==> src/design/sprite_quad_affine_setup_assert.svh <==
// Assertion macros shared by the sprite quad setup modules.
`ifndef SPRITE_QUAD_AFFINE_SETUP_ASSERT_SVH
`define SPRITE_QUAD_AFFINE_SETUP_ASSERT_SVH

// Same-cycle implication, sampled on clk, off during rst.
`define SQA_ASSERT_NOW(name, ante, cons, msg) \
  name: assert property (@(posedge clk) disable iff (rst) (ante) |-> (cons)) \
    else $error(msg);

// Next-cycle implication, sampled on clk, off during rst.
`define SQA_ASSERT_NEXT(name, ante, cons, msg) \
  name: assert property (@(posedge clk) disable iff (rst) (ante) |=> (cons)) \
    else $error(msg);

`endif

==> src/design/sqa_pkg.sv <==
// Shared types and constants of the sprite quad setup block.
package sqa_pkg;

  // Widths of internal position terms
  localparam int POS_W = 28;
  localparam int OFF_W = 25;
  localparam int VTX_W = 20;
  localparam int TEX_W = 16;
  localparam int NUM_W = 13;

  // Texture divider: one quotient bit per stage
  localparam int DIV_STEPS = 17;
  // Position values join the divider timing after the multiply and position stages
  localparam int POS_DLY = DIV_STEPS - 2;

  // Request queue between front and back
  localparam int FIFO_DEPTH = 2;
  localparam int FIFO_PTR_W = 1;
  localparam int FIFO_CNT_W = 2;

  localparam logic [1:0] CORNER_LAST = 2'd3;

  // Register indexes
  localparam logic [2:0] REG_SCALE_X   = 3'd0;
  localparam logic [2:0] REG_SCALE_Y   = 3'd1;
  localparam logic [2:0] REG_SPIVOT_X  = 3'd2;
  localparam logic [2:0] REG_SPIVOT_Y  = 3'd3;
  localparam logic [2:0] REG_RPIVOT_X  = 3'd4;
  localparam logic [2:0] REG_RPIVOT_Y  = 3'd5;
  localparam logic [2:0] REG_ROT_ANGLE = 3'd6;

  // One sprite request, with the per-sprite right and bottom edges added
  typedef struct packed {
    logic signed [15:0]      dest_x;
    logic signed [15:0]      dest_y;
    logic [11:0]             src_x;
    logic [11:0]             src_y;
    logic [11:0]             src_w;
    logic [11:0]             src_h;
    logic [12:0]             tex_width;
    logic [12:0]             tex_height;
    logic                    use_affine;
    logic signed [POS_W-1:0] xr;
    logic signed [POS_W-1:0] yb;
  } req_t;

  // Values derived from the configuration registers
  typedef struct packed {
    logic signed [15:0]      scale_x;
    logic signed [15:0]      scale_y;
    logic signed [15:0]      scale_pivot_x;
    logic signed [15:0]      scale_pivot_y;
    logic signed [OFF_W-1:0] ox;
    logic signed [OFF_W-1:0] oy;
    logic signed [POS_W-1:0] xl;
    logic signed [POS_W-1:0] yt;
    logic signed [15:0]      sin_a;
    logic signed [15:0]      cos_a;
  } geom_t;

  // Per-vertex tag that rides along the back pipeline
  typedef struct packed {
    logic       valid;
    logic [1:0] corner;
  } meta_t;

endpackage

==> src/design/sqa_fifo.sv <==
// Short request queue between the front and back parts.
`include "sprite_quad_affine_setup_assert.svh"
module sqa_fifo (
  input  logic          clk,
  input  logic          rst,
  input  logic          push,
  input  sqa_pkg::req_t push_req,
  output logic          full,
  input  logic          pop,
  output logic          head_valid,
  output sqa_pkg::req_t head_req
);
  import sqa_pkg::*;

  req_t                  mem [FIFO_DEPTH];
  logic [FIFO_PTR_W-1:0] wr_ptr;
  logic [FIFO_PTR_W-1:0] rd_ptr;
  logic [FIFO_CNT_W-1:0] count;

  assign full       = (count == FIFO_CNT_W'(FIFO_DEPTH));
  assign head_valid = (count != '0);
  assign head_req   = mem[rd_ptr];

  // Pointers and fill count
  always_ff @(posedge clk) begin
    if (rst) begin
      wr_ptr <= '0;
      rd_ptr <= '0;
      count  <= '0;
    end else begin
      if (push) wr_ptr <= wr_ptr + 1'b1;
      if (pop)  rd_ptr <= rd_ptr + 1'b1;
      count <= count + FIFO_CNT_W'(push) - FIFO_CNT_W'(pop);
    end
  end

  // Storage
  always_ff @(posedge clk) begin
    if (push) mem[wr_ptr] <= push_req;
  end

  `SQA_ASSERT_NOW(a_fifo_bound, 1'b1, count <= FIFO_CNT_W'(FIFO_DEPTH), "queue overfilled")
  `SQA_ASSERT_NEXT(a_fifo_pop_only_filled, pop && !push && count == FIFO_CNT_W'(1),
    !head_valid, "queue count lost track")

endmodule

==> src/design/sqa_front.sv <==
// Front part: takes requests, computes the scaled right and bottom edges, queues them.
module sqa_front (
  input  logic           clk,
  input  logic           rst,
  input  logic           in_valid,
  output logic           in_ready,
  input  sqa_pkg::req_t  in_req,
  input  logic           accept_ok,
  input  sqa_pkg::geom_t geom,
  input  logic           pop,
  output logic           head_valid,
  output sqa_pkg::req_t  head_req
);
  import sqa_pkg::*;

  logic               a_v;
  req_t               a_req;
  logic               b_v;
  req_t               b_req;
  logic signed [33:0] b_xprod;
  logic signed [33:0] b_yprod;
  logic signed [17:0] xd;
  logic signed [17:0] yd;
  logic signed [33:0] xrnd;
  logic signed [33:0] yrnd;
  logic               a_ready;
  logic               b_ready;
  logic               fifo_full;
  logic               push;
  logic               in_xfer;
  req_t               push_req;

  assign push     = b_v && !fifo_full;
  assign b_ready  = !b_v || !fifo_full;
  assign a_ready  = !a_v || b_ready;
  assign in_ready = a_ready && accept_ok;
  assign in_xfer  = in_valid && in_ready;

  // Edge offsets in Q.4 relative to the scaling pivot
  assign xd = $signed({2'b00, a_req.src_w, 4'b0000}) - 18'(geom.scale_pivot_x);
  assign yd = $signed({2'b00, a_req.src_h, 4'b0000}) - 18'(geom.scale_pivot_y);

  // Stage valids
  always_ff @(posedge clk) begin
    if (rst) begin
      a_v <= 1'b0;
      b_v <= 1'b0;
    end else begin
      if (a_ready) a_v <= in_xfer;
      if (b_ready) b_v <= a_v;
    end
  end

  // Stage payloads: register, then scale products
  always_ff @(posedge clk) begin
    if (in_xfer) a_req <= in_req;
    if (b_ready && a_v) begin
      b_req   <= a_req;
      b_xprod <= xd * geom.scale_x;
      b_yprod <= yd * geom.scale_y;
    end
  end

  // Round half up, add pivot back, shift by the centre offset
  assign xrnd = b_xprod + 34'sd128;
  assign yrnd = b_yprod + 34'sd128;
  always_comb begin
    push_req    = b_req;
    push_req.xr = POS_W'($signed(xrnd[33:8])) + POS_W'(geom.scale_pivot_x)
                  - POS_W'(geom.ox);
    push_req.yb = POS_W'($signed(yrnd[33:8])) + POS_W'(geom.scale_pivot_y)
                  - POS_W'(geom.oy);
  end

  sqa_fifo u_fifo (
    .clk        (clk),
    .rst        (rst),
    .push       (push),
    .push_req   (push_req),
    .full       (fifo_full),
    .pop        (pop),
    .head_valid (head_valid),
    .head_req   (head_req)
  );

endmodule

==> config.mk <==
export PLATFORM = sky130hd
export DESIGN_NAME = sqa_front
export DESIGN_NICKNAME = d
export VERILOG_FILES = /design/src/design/sqa_pkg.sv /design/src/design/sqa_fifo.sv /design/src/design/sqa_front.sv
export VERILOG_INCLUDE_DIRS = /design/src /design/src/design
export SDC_FILE = /design/constraint.sdc
export NUM_CORES = 2
export LEC_CHECK = 0
export BUFFER_PORTS_ARGS = -buffer_cell sky130_fd_sc_hd__buf_2
export CORE_ASPECT_RATIO = 0.8
export CORE_MARGIN = 1
export CORE_UTILIZATION = 42
export CTS_CLUSTER_DIAMETER = 200
export DETAILED_ROUTE_END_ITERATION = 12
export PLACE_DENSITY = 0.6
export SYNTH_ARGS = -nofsm -noshare
export SYNTH_HDL_FRONTEND = slang
export SYNTH_SLANG_ARGS = --single-unit
==> constraint.sdc <==
create_clock -name clk -period 10.8 [get_ports clk]
set_clock_uncertainty 0.15 [all_clocks]
set_input_delay 2.16 -clock clk [delete_from_list [all_inputs] [get_ports clk]]
set_output_delay 2.16 -clock clk [all_outputs]
set_load 0.01 [all_outputs]
==> results_dict.tcl <==
set metrics [dict create \
    outcome "finished clean" \
    end_kind "flip-flop" \
    gp_congestion 0.879 \
    ant_nets 0 \
    fin_util_pct 48.1 \
    fill_cells 10000 \
    synth_warnings 0 \
    r2r-start "a_req[83]" \
    die_area_um2 114000 \
    highest_layer "met5" \
    core_um2 111000 \
    antenna_found_initial 19 \
    post-route-period-util_pct 92.2 \
    rrSetupSlack_ns 2.01 \
    crit_arrival_ns 10.19 \
    cp_max_fo 16 \
    rsz0062_at_grt "no" \
    post_cts_buffers 0 \
    critical_path_required_ns 11.04 \
    start_kind "input port" \
    synth_top_cell_by_area "edfxtp_1" \
    slew_viol_final 0 \
    die-height_um 302 \
    grt_pass1_vias 30300 \
    drt_pass1_iterations 6 \
    viasPerCell 4.98 \
    portBuffers 390 \
    drtIter0Drc 1871 \
    yosysMostFrequentCell "inv_1" \
    cts.sinks 601 \
    grt_use_total_pct 20.2 \
    yosys_register_bits 601 \
    drt_wl_total_um 114000 \
    initial_core_util_pct 42.6 \
    timing.rr.end "b_yprod[30]" \
    met2_length_um 51000 \
    maxCapViolations 0 \
    cts_made_buffers 66 \
    synth_top_area_share_pct 37.7 \
    die_x_um 377 \
    ios 535 \
    synth_edf_count 594 \
    cts.clk_slew.worst_paths_ns 0.06 \
    min_from "a_req[69]" \
    worstMarginPinSlew_ns 1.15 \
    post_cts_resized 0 \
    syn_nets 5237 \
    synth.avg_cell_area_um2 11.9 \
    synth.distinct_cells 71 \
    fmax_mhz 100 \
    whs_path_depth 0 \
    netlist_area_um2 47300 \
    synth_area_leaders "edfxtp_1 38%, fa_1 26%, ha_1 6.8%" \
    grt_first_pass_wirelength_um 175000 \
    setup_violations 0 \
    overflow 0 \
    dp_hpwl_um 89600 \
    ys_seq_area_share_pct 38.0 \
    worstHoldPathType "reg2reg" \
    via_count 29700 \
    root_buffer "clkbuf_16" \
    wl_met1_um 51700 \
    fin_nets 5649 \
    htreeDepth 3 \
    drive_gt1_share_pct 16.6 \
    finalHoldViolations 0 \
    wl_met3_um 9490 \
    clk_latency_ns 0.64 \
    fin_tns_setup_ns 0 \
    avgRoutedWirePerCell_um 19.2 \
    ys_async_sr_fraction_pct 0 \
    fin_crit_ns 9.96 \
    cts_buffer_depth 3 \
    synthCells 3993 \
    maxSlewHeadroom_pct 23.0 \
    drc 0 \
    grt_max_degree 126 \
    r2r_cells 26 \
    synth_ff_type "edfxtp_1" \
    path_class "in2reg" \
    synthTopCellsByCount "787 x inv_1, 617 x fa_1, 594 x edfxtp_1, 364 x nand2_1, 266 x and2_1" \
    area_delta_synth_final_pct 13.0 \
    cts_tree "built" \
    rows 109 \
    cts_hold_buf 0 \
    hold_path_end "b_req[69]" \
]
[layout make-up]
cell class	count	area (µm²)	share of cell area, %
antenna	9	22.5	0.0421
clock buffer	77	1730	3.24
clock inverter	43	449	0.840
inverter	787	2950	5.52
multi-input combinational	2503	26100	48.8
sequential	601	18000	33.6
tap	1498	1870	3.50
timing repair buffer	446	2380	4.46
[metrics by stage]
step | area, µm² | setup slack [ns] | cells | hold WS, ns
after floorplan | 47300 | 0.837 | 3993 | 0.250
final | 53500 | 0.844 | 5964 | 0.260
after global placement | 51300 | 0.319 | 5835 | 0.251
after global routing | 53500 | 0.401 | 5959 | 0.270
after CTS | 53500 | 0.928 | 5955 | 0.255
after detailed placement | 51300 | 0.272 | 5835 | 0.255
[cell families after synthesis]
logic type	synth area share, %
compound gates	4.40
simple gates	9.79
fa+ha+maj	32.9
xor+xnor	3.90
buf+inv	7.06
mux	3.97
flops	38.0
[routing by layer]
| metal | global-route usage (%) | vias up |
|---|---|---|
| met5 | 0 | - |
| met4 | 4.64 | 18 |
| met3 | 5.38 | 143 |
| met2 | 31.2 | 836 |
| met1 | 28.5 | 15000 |
| li1 | - | 13700 |
[worst max-delay path by stage]
stage / from / end / depth (start not counted)
CTS: geom[158] / b_xprod[26] / 30
finish: geom[144] / b_yprod[30] / 28
global placement: geom[158] / b_xprod[26] / 30
floorplan: geom[161] / b_xprod[33] / 33
global route: geom[158] / b_xprod[30] / 29
detailed placement: geom[158] / b_xprod[26] / 30
[worst max-delay path, stage by stage]
cell and delay [ns]:
buf_2 0.12, inv_1 0.06, ha_1 0.37, nand4bb_1 0.13, o211ai_1 0.17, o211a_1 0.30, a311o_1 0.36, a31oi_1 0.25
o21bai_1 0.15, xnor2_2 0.34, buf_4 0.30, and2_1 0.18, fa_1 0.54, fa_1 0.56, fa_1 0.45, fa_1 0.51
fa_1 0.49, inv_1 0.05, fa_1 0.50, inv_1 0.07, ha_1 0.29, inv_1 0.07, o21ai_0 0.51, a211oi_1 0.22
a21boi_0 0.36, o21ai_0 0.21, o31a_1 0.33, xnor2_1 0.13
[sequential cells by signal, summed over array words and instances, names as in the netlist, 2 cells and up, named ones only]
name and cells:
a_req 107, u_fifo.count 2, b_yprod 27, u_fifo.mem 326, b_xprod 27, b_req 107
[cells in the final DEF, fill, tap and decap left out, types with 86 or more instances in the layout]
| master | n |
|---|---|
| a21oi_1 | 86 |
| and2_1 | 265 |
| buf_2 | 390 |
| edfxtp_1 | 594 |
| fa_1 | 617 |
| ha_1 | 257 |
| inv_1 | 787 |
| mux2_2 | 165 |
| nand2_1 | 364 |
| nor2_1 | 119 |
| xnor2_1 | 150 |
Power is left out: the tool's default activity adds up to more than one toggle a clock period on the data nets, which glitch-free logic cannot reach.
